File: config.mk
export PLATFORM = sky130hd
export DESIGN_NAME = positional_list_queue_unit
export DESIGN_NICKNAME = d
export VERILOG_FILES = /design/src/rtl/plq_pkg.sv /design/src/rtl/positional_list_queue_unit.sv /design/src/rtl/plq_ram.sv /design/src/rtl/plq_decode.sv
export VERILOG_INCLUDE_DIRS = /design/src /design/src/rtl
export SDC_FILE = /design/constraint.sdc
export NUM_CORES = 2
export LEC_CHECK = 0
export BUFFER_PORTS_ARGS = -buffer_cell sky130_fd_sc_hd__buf_2
export CAP_MARGIN = 20
export CORE_MARGIN = 2
export CORE_UTILIZATION = 62
export CTS_BUF_LIST = sky130_fd_sc_hd__clkbuf_4 sky130_fd_sc_hd__clkbuf_8 sky130_fd_sc_hd__clkbuf_16
export CTS_CLUSTER_SIZE = 16
export DETAILED_ROUTE_END_ITERATION = 8
export GPL_ROUTABILITY_DRIVEN = 1
export PLACE_DENSITY = 0.78
export REMOVE_ABC_BUFFERS = 1
export SLEW_MARGIN = 20
export SYNTH_ARGS = -nofsm -noshare
export SYNTH_HDL_FRONTEND = slang
export SYNTH_SLANG_ARGS = --single-unit
File: constraint.sdc
create_clock -name clk -period 11.9 [get_ports clk]
set_input_delay 1.19 -clock clk [delete_from_list [all_inputs] [get_ports clk]]
set_output_delay 1.19 -clock clk [all_outputs]
set_load 0.1 [all_outputs]
File: src/rtl/positional_list_queue_unit_assert.svh
// Assertion helpers shared by the checked modules.
// Each macro expects a clock named clk and a reset named rst in scope.
`ifndef POSITIONAL_LIST_QUEUE_UNIT_ASSERT_SVH
`define POSITIONAL_LIST_QUEUE_UNIT_ASSERT_SVH

// The consequent must hold in the same cycle as the antecedent.
`define PLQ_ASSERT_SAME(label, ante, cons, msg) \
  label: assert property (@(posedge clk) disable iff (rst) (ante) |-> (cons)) \
    else $error(msg);

// The consequent must hold in the cycle after the antecedent.
`define PLQ_ASSERT_NEXT(label, ante, cons, msg) \
  label: assert property (@(posedge clk) disable iff (rst) (ante) |=> (cons)) \
    else $error(msg);

`endif

File: src/rtl/plq_pkg.sv
package plq_pkg;

  localparam int unsigned INSERT_AFTER = 3;

  localparam logic [2:0] CMD_PUSH_BACK    = 3'd0;
  localparam logic [2:0] CMD_POP_FRONT    = 3'd1;
  localparam logic [2:0] CMD_PUSH_FRONT   = 3'd2;
  localparam logic [2:0] CMD_INSERT_THIRD = 3'd3;
  localparam logic [2:0] CMD_REMOVE_KTH   = 3'd4;

  localparam logic [1:0] ST_OK     = 2'd0;
  localparam logic [1:0] ST_FULL   = 2'd1;
  localparam logic [1:0] ST_FEW    = 2'd2;
  localparam logic [1:0] ST_BADPOS = 2'd3;

  typedef enum logic [1:0] {
    KIND_NONE,
    KIND_INS,
    KIND_REM
  } plq_kind_t;

  typedef struct packed {
    plq_kind_t  kind;
    logic [1:0] status;
  } plq_plan_t;

endpackage

File: src/rtl/positional_list_queue_unit.sv
// Ordered list of up to DEPTH signed words in one single-port-read RAM. Each request
// (push back, pop front, push front, insert after the third word, remove the k-th word)
// returns one response with a status, the removed word and the new fill. The words
// behind the target slot are moved one place per cycle through the RAM's registered
// read port; an insert then writes the new word into the target slot. in_ready is high
// only while no request is being worked on; a finished response waits in the output
// register.
`include "positional_list_queue_unit_assert.svh"

module positional_list_queue_unit import plq_pkg::*; #(
  parameter int DEPTH = 128
) (
  input  logic               clk,
  input  logic               rst,
  input  logic               in_valid,
  output logic               in_ready,
  input  logic [2:0]         command,
  input  logic signed [31:0] value,
  input  logic [7:0]         position,
  output logic               out_valid,
  input  logic               out_ready,
  output logic [1:0]         status,
  output logic signed [31:0] data_out,
  output logic [7:0]         fill
);

  localparam int AW = $clog2(DEPTH);
  localparam int CW = $clog2(DEPTH + 1);

  typedef enum logic [3:0] {
    S_IDLE  = 4'b0001,
    S_SHIFT = 4'b0010,
    S_PUT   = 4'b0100,
    S_RESP  = 4'b1000
  } plq_state_t;

  plq_state_t    state;
  logic [CW-1:0] occ;
  plq_kind_t     kind;
  logic [1:0]    st;
  logic [31:0]   word;
  logic [AW-1:0] at;
  logic [AW-1:0] rd_ptr;
  logic [CW-1:0] rd_left;
  logic          first;
  logic          pend;
  logic          pend_keep;
  logic [AW-1:0] pend_dst;
  logic [31:0]   removed;

  plq_plan_t     plan;
  logic [AW-1:0] dec_at;
  logic [CW-1:0] dec_moves;

  logic          ram_we;
  logic [AW-1:0] ram_waddr;
  logic [31:0]   ram_wdata;
  logic          ram_re;
  logic [31:0]   ram_rdata;

  plq_decode #(.DEPTH(DEPTH)) u_decode (
    .command  (command),
    .position (position),
    .occ      (occ),
    .plan     (plan),
    .at       (dec_at),
    .moves    (dec_moves)
  );

  plq_ram #(.WIDTH(32), .DEPTH(DEPTH)) u_ram (
    .clk   (clk),
    .we    (ram_we),
    .waddr (ram_waddr),
    .wdata (ram_wdata),
    .re    (ram_re),
    .raddr (rd_ptr),
    .rdata (ram_rdata)
  );

  assign in_ready = (state == S_IDLE);

  // A word read in one cycle is written to its neighbor slot in the next; the first
  // word read by a removal is the removed word and is kept instead of written.
  assign ram_re    = (state == S_SHIFT) && (rd_left != '0);
  assign ram_we    = ((state == S_SHIFT) && pend && !pend_keep) || (state == S_PUT);
  assign ram_waddr = (state == S_PUT) ? at : pend_dst;
  assign ram_wdata = (state == S_PUT) ? word : ram_rdata;

  always_ff @(posedge clk) begin
    if (rst) begin
      state     <= S_IDLE;
      occ       <= '0;
      out_valid <= 1'b0;
      pend      <= 1'b0;
      pend_keep <= 1'b0;
      first     <= 1'b0;
      rd_left   <= '0;
      kind      <= KIND_NONE;
    end else begin
      if (out_valid && out_ready) begin
        out_valid <= 1'b0;
      end
      case (state)
        S_IDLE: begin
          if (in_valid) begin
            kind    <= plan.kind;
            st      <= plan.status;
            word    <= value;
            at      <= dec_at;
            rd_left <= dec_moves;
            rd_ptr  <= (plan.kind == KIND_INS) ? AW'(occ - CW'(1)) : dec_at;
            first   <= 1'b1;
            pend    <= 1'b0;
            removed <= '0;
            state   <= S_SHIFT;
          end
        end
        S_SHIFT: begin
          pend <= (rd_left != '0);
          if (rd_left != '0) begin
            pend_keep <= first && (kind == KIND_REM);
            first     <= 1'b0;
            if (kind == KIND_INS) begin
              pend_dst <= rd_ptr + AW'(1);
              rd_ptr   <= rd_ptr - AW'(1);
            end else begin
              pend_dst <= rd_ptr - AW'(1);
              rd_ptr   <= rd_ptr + AW'(1);
            end
            rd_left <= rd_left - CW'(1);
          end
          if (pend && pend_keep) begin
            removed <= ram_rdata;
          end
          if ((rd_left == '0) && !pend) begin
            if (kind == KIND_INS) begin
              state <= S_PUT;
            end else begin
              if (kind == KIND_REM) begin
                occ <= occ - CW'(1);
              end
              state <= S_RESP;
            end
          end
        end
        S_PUT: begin
          occ   <= occ + CW'(1);
          state <= S_RESP;
        end
        S_RESP: begin
          if (!out_valid || out_ready) begin
            out_valid <= 1'b1;
            status    <= st;
            data_out  <= removed;
            fill      <= 8'(occ);
            state     <= S_IDLE;
          end
        end
        default: begin
          state <= S_IDLE;
        end
      endcase
    end
  end

  `PLQ_ASSERT_SAME(a_occ_bound, 1'b1, occ <= CW'(DEPTH), "element count above depth")
  `PLQ_ASSERT_SAME(a_no_rw_clash, ram_we && ram_re, ram_waddr != rd_ptr,
                   "shift writes the slot it is reading")
  `PLQ_ASSERT_SAME(a_full_fill, out_valid && (status == ST_FULL), fill == 8'(DEPTH),
                   "full status with a list that is not full")
  `PLQ_ASSERT_SAME(a_data_ok, out_valid && (data_out != '0), status == ST_OK,
                   "removed word returned on a failed request")

endmodule

File: src/rtl/plq_ram.sv
module plq_ram import plq_pkg::*; #(
  parameter int WIDTH = 32,
  parameter int DEPTH = 128
) (
  input  logic                     clk,
  input  logic                     we,
  input  logic [$clog2(DEPTH)-1:0] waddr,
  input  logic [WIDTH-1:0]         wdata,
  input  logic                     re,
  input  logic [$clog2(DEPTH)-1:0] raddr,
  output logic [WIDTH-1:0]         rdata
);

  logic [WIDTH-1:0] mem [DEPTH];

  always_ff @(posedge clk) begin
    if (we) begin
      mem[waddr] <= wdata;
    end
    if (re) begin
      rdata <= mem[raddr];
    end
  end

endmodule

File: src/rtl/plq_decode.sv
module plq_decode import plq_pkg::*; #(
  parameter int DEPTH = 128,
  localparam int AW = $clog2(DEPTH),
  localparam int CW = $clog2(DEPTH + 1)
) (
  input  logic [2:0]    command,
  input  logic [7:0]    position,
  input  logic [CW-1:0] occ,
  output plq_plan_t     plan,
  output logic [AW-1:0] at,
  output logic [CW-1:0] moves
);

  localparam int CMPW = (CW > 8) ? CW : 8;

  logic            full;
  logic [CMPW-1:0] pos_ext;
  logic [CMPW-1:0] occ_ext;
  logic            bad_pos;

  assign full    = (occ == CW'(DEPTH));
  assign pos_ext = CMPW'(position);
  assign occ_ext = CMPW'(occ);
  assign bad_pos = (pos_ext == '0) || (pos_ext > occ_ext);

  always_comb begin
    plan.kind   = KIND_NONE;
    plan.status = ST_OK;
    at          = '0;
    case (command)
      CMD_PUSH_BACK: begin
        if (full) begin
          plan.status = ST_FULL;
        end else begin
          plan.kind = KIND_INS;
          at        = AW'(occ);
        end
      end
      CMD_POP_FRONT: begin
        if (occ == '0) begin
          plan.status = ST_FEW;
        end else begin
          plan.kind = KIND_REM;
        end
      end
      CMD_PUSH_FRONT: begin
        if (full) begin
          plan.status = ST_FULL;
        end else begin
          plan.kind = KIND_INS;
        end
      end
      CMD_INSERT_THIRD: begin
        if (full) begin
          plan.status = ST_FULL;
        end else if (occ < CW'(INSERT_AFTER)) begin
          plan.status = ST_FEW;
        end else begin
          plan.kind = KIND_INS;
          at        = AW'(INSERT_AFTER);
        end
      end
      CMD_REMOVE_KTH: begin
        if (occ == '0) begin
          plan.status = ST_FEW;
        end else if (bad_pos) begin
          plan.status = ST_BADPOS;
        end else begin
          plan.kind = KIND_REM;
          at        = AW'(pos_ext - CMPW'(1));
        end
      end
      default: begin
        plan.kind = KIND_NONE;
      end
    endcase
  end

  // Both an insert and a removal touch every word from the target slot to the tail.
  assign moves = (plan.kind == KIND_NONE) ? '0 : (occ - CW'(at));

endmodule
Word-level counts from Yosys, hierarchy flattened. Memories as Yosys holds them, arrays and structs flattened. A register that Yosys moved wholly into a read port is not among the register bits. Cells that the tools add are included.

Register bits after elaboration: 155. Bits in writable memories: 4096. Word-level logic and storage cells: 134. Memory bits (read-only): 0. Memories: 1. Bits in latches: 0. Output and inout bits: 44.

Memory list: u_ram.mem (depth 128, width 32, rd ports 1, clocked after Yosys merged registers in 1, wr ports 1, line plq_ram.sv:14) `logic [WIDTH-1:0] mem [DEPTH];`.

Multiply operators: 0. Reduce and logical (&&, ||, !) cells: 33. Add/sub/neg operators: 7. Order comparisons: 2. Muxes and demuxes: 54. Shift-type cells: 0. Divide/modulo/power cells: 0. Bitwise gates (word level): 1. Equality and inequality tests: 19.

Operators with widths (number): 32-bit 2-to-1 mux (3); 7-bit 2-to-1 mux (10); 32-bit one-hot mux with 2 select lines (1); 8-bit 2-to-1 mux (6); 8-bit one-hot mux with 2 select lines (2); 8-bit logical NOT (3); 7-bit one-hot mux with 3 select lines (1); 2-bit 2-to-1 mux (10); 4-bit 2-to-1 mux (4); 2-bit one-hot mux with 4 select lines (2); 4-bit one-hot mux with 4 select lines (1); 8-bit by 1-bit subtractor with 8-bit output, second input constant (2); 3-bit AND reduction (5); 7-bit one-hot mux with 2 select lines (1); 7-bit by 1-bit subtractor with 7-bit output, second input constant (2); 4-bit AND reduction (3); 1-bit 2-to-1 mux (11); 8-bit by 1-bit adder with 8-bit output, second input constant (1); 8-bit equality test, second input constant (1); 8-bit > comparator (1); 8-bit by 2-bit less-than comparator with 1-bit output, second input constant (1); 2-bit by 1-bit != test with 1-bit output, second input constant (4); 8-bit nonzero test (1); 8-bit by 7-bit subtractor with 8-bit output (1); other kinds (21) (39).

Depth between registers and ports, before layout.
Depth after elaboration: 9. Mapped depth: 20. Depth with buffers taken out: 18.

By module. Synthesis repeated with hierarchy kept, for this count alone.

Cell total of the unflattened synthesis: 6688. Area total of the unflattened synthesis: 164240.0 um^2.

By module, submodules not included: plq_ram (cells an instance 5990, seq. area each 123958.9 um^2, instances 1, area an instance 156596.4 um^2); positional_list_queue_unit (cells an instance 558, seq. area each 4394.2 um^2, instances 1, area an instance 6697.7 um^2); plq_decode (cells an instance 140, seq. area each 0.0 um^2, instances 1, area an instance 945.9 um^2).

Worst setup path before layout. OpenSTA, ideal clock, no wires.

Path kind: input-to-reg. Start point: in rst. End point: reg data_out[0] (enable). Path slack: 6.869 ns. Library setup time: 0.502 ns. Arrival time: 4.528 ns. Data required time: 11.398 ns. Cell stages on the path: 2. Buffers on the path: 1. Cell sequence: clkbuf_1 > nor3b_1.

Cells in the longest elaborated chain, start to end: 2.

Ends and longest elaborated chain: start: declaration (line positional_list_queue_unit.sv:14) `input logic rst,`; 1-bit inverter (no source line); 3-bit AND reduction (no source line); end signal: assignment (line positional_list_queue_unit.sv:154) `data_out <= removed;`; end: declaration (line positional_list_queue_unit.sv:23) `output logic signed [31:0] data_out,`.

Every way passes these cells. A chain may end at the register's enable or synchronous reset.

==> results.md <==
- Critical Path Sink: u_ram.rdata[10]
- Port Buffers: 90
- Async S/R FF share, synth: 0%
- Rows: 189
- Lkg Pwr: 58.0 nW
- Max FO, Critical Path: 77
- Final setup vio count: 0
- Post-CTS setup buffer count: 0
- Cts-stage hold buffer count: 0
- Worst-margin pin slew: 1.40 ns
- Slew HR: under 10%
- Ys Warns: 0
- Seq cells post-synth: 4283
- Area added between synthesis and finish: 12.0%
- Tmin final: 5.77 ns
- Starting Density: between 60% and 70%
- Status: finished clean
- Top FF cell, synth: edfxtp_1
- Max Fclk: between 150 and 200 MHz
- Worst Hold Class: register to register
- Starting DRT DRC Count: 17700
- CP Capture Type: register
- Max Cap Violations: 0
- H-tree Lvls: 5
- # DRC: 0
- CTS tree: yes
- Ports: 91
- Post-route antenna net violation count: 0
- Crit path from: rd_ptr[0]
- Post-CTS sizing: 0
- Sequential share of the synthesized area: 77.7%
- Overall Global Routing Usage: 36.5%
- Post-synthesis cell area: approximately 170000 sq um
- Commonest non-fill, non-tap cells in the layout: 4257 x edfxtp_1, 1111 x mux4_2, 419 x clkbuf_16, 414 x nand2_1, 264 x buf_4
- # placed instances: roughly 11000
- Setup TNS: 0 ns
- CTS buffer count: between 400 and 500
- Die Footprint: 271000 sq um
- Wire length per cell: 42.0 um
- Detail Placement HPWL: 260000 um
- Placer Congestion: 0.928
- Clk sink count: 4283
- Worst Path Required: 12.51 ns
- Peak supply drop: 0.198 mV
- Antenna violations before repair: 47
- Most common cell after layout, fill and taps aside: edfxtp_1
- Largest net degree at the start of global routing: 139
- DP Worst Slack: 6.51 ns
- WS Path Type: register to register
- R2r worst-path depth: 8
- Fraction of layout cells with a size suffix above 1: 28.9%
- FF-to-FF setup slack: 6.13 ns
- Hold Vio Cnt, Final: 0
- Via density: 7.47
- DR vias: 87600
- Reg-to-Reg Start: rd_ptr[0]
- Die height: between 500 and 600 um
- Layout Skew: 0.0702 ns
- R2R Path End: u_ram.rdata[10]
- Final nets: 7924
- Layout Cells excl Fill: roughly 12000
- Number of synthesized flops with an enable pin: roughly 4300
- Clk_lat worst skew: ~0.95 ns
- PD cells: 177 nW/um^2
- Final period util: 48.5%
- Maximum root-to-sink buffer count: 4
- Synth unique cells: 80
- CTS clk-pin slew, worst paths: about 0.070 ns
- Post-Route WL: 492000 um
- RSZ-0062 raised after global routing: false
- Vias in the first global route: a little under 90000
- Pins Over Slew Limit: 0
- Core Area: 265000 sq um
- Syn_area_per_cell: ~22 sq um
- Worst EP arrival: 6.39 ns
- Congestion Overflow GR: 0
- Tot Pwr: 0.0328 W
- Die Wd: 520 um
- DRT Pass-1 Iters: 7
- Final worst slack: 6.13 ns
- Hold WS: 0.396 ns
- Root Buffer: clkbuf_16
- Synth Instances: about 7500
- CP startpoint kind: register
- First-pass GRT wire length: 679000 um
## cell type report
| class | instances | area, sq um |
|---|---|---|
| diodes | 10 | 25.0 |
| clock buffers | 504 | 11100 |
| flip-flops and latches | 4283 | 128000 |
| multi-input cells | 2741 | 36100 |
| well taps | 3533 | 4420 |
| fillers | 14700 | 80000 |
| repair buffers | 375 | 2800 |
| inverters | 37 | 149 |
| clock inverters | 236 | 2170 |
## Yosys cell counts (23+ instances only)
cell	count	area share, %
a211oi_1	29	0.13
a21oi_1	97	0.29
a221oi_1	23	0.12
a31oi_1	37	0.14
and2_1	51	0.19
buf_1	39	0.089
buf_2	108	0.33
buf_4	78	0.35
clkbuf_1	161	0.37
dfxtp_1	26	0.32
edfxtp_1	4257	77
ha_1	25	0.19
inv_1	34	0.077
mux2i_1	153	0.93
mux4_2	1111	15
nand2_1	446	1.0
nand3_1	79	0.24
nor2_1	220	0.50
nor3_1	32	0.097
o21ai_0	75	0.23
o22ai_1	38	0.14
xnor2_1	24	0.13
## kinds of logic after synthesis
group                      share of synthesized area (%)
DFF                                                 77.7
muxes                                               16.2
and+or+nand+nor                                     2.46
AOI/OAI and AO/OA                                   1.94
buffers and inverters                               1.34
xor gates and xnor gates                           0.154
adders and majority gates                          0.201
## worst max-delay path: stages, from the launching register on
cell	delay, ns
edfxtp_1	0.95
buf_12	0.57
buf_4	0.79
mux4_2	0.62
mux2i_1	0.64
o21ai_0	0.33
a22o_1	0.29
a211oi_1	0.94
o22ai_1	0.20
## sequential cells by signal, indices dropped and copies added (netlist names), 8 cells and up
name,cells
u_ram.rdata,32
fill,8
removed,32
data_out,32
occ,8
u_ram.mem,4096
word,32
rd_left,8
## worst min path at each step
stage | start | endpoint | slack (ns) | cells past startpoint
floorplan | removed[0] | data_out[0] | 0.40 | 0
global placement | removed[22] | data_out[22] | 0.40 | 0
detailed placement | removed[27] | data_out[27] | 0.40 | 0
CTS | value[5] | word[5] | 0.38 | 1
global route | value[16] | word[16] | 0.39 | 1
finish | removed[27] | data_out[27] | 0.40 | 0
## metal layers
layer,wire length [um],vias to the layer above,GRT usage (%)
met4,41900,42,24.7
met5,407,-,0.421
met2,227000,8686,55.2
met3,70600,1800,10.6
li1,-,32100,-
met1,153000,44900,46.6
## per-stage QoR
step | util, % | area [sq um]
6_report | 69.8 | 185000
5_1_grt | 69.8 | 185000
4_1_cts | 69.8 | 185000
3_5_place_dp | 64.8 | 172000
3_3_place_gp | 64.7 | 172000
2_1_floorplan | - | 163000
## where the power goes
| part | leakage [nW] | internal [W] | switching (W) | total (W) |
|---|---|---|---|---|
| logic | 12.8 | 0.00119 | 0.00204 | 0.00323 |
| clock network | 6.64 | 0.00737 | 0.00565 | 0.0130 |
| registers | 38.5 | 0.0165 | 0.0000399 | 0.0165 |
| total | 58.0 | 0.0251 | 0.00773 | 0.0328 |
(Power assumes the default switching activity.)
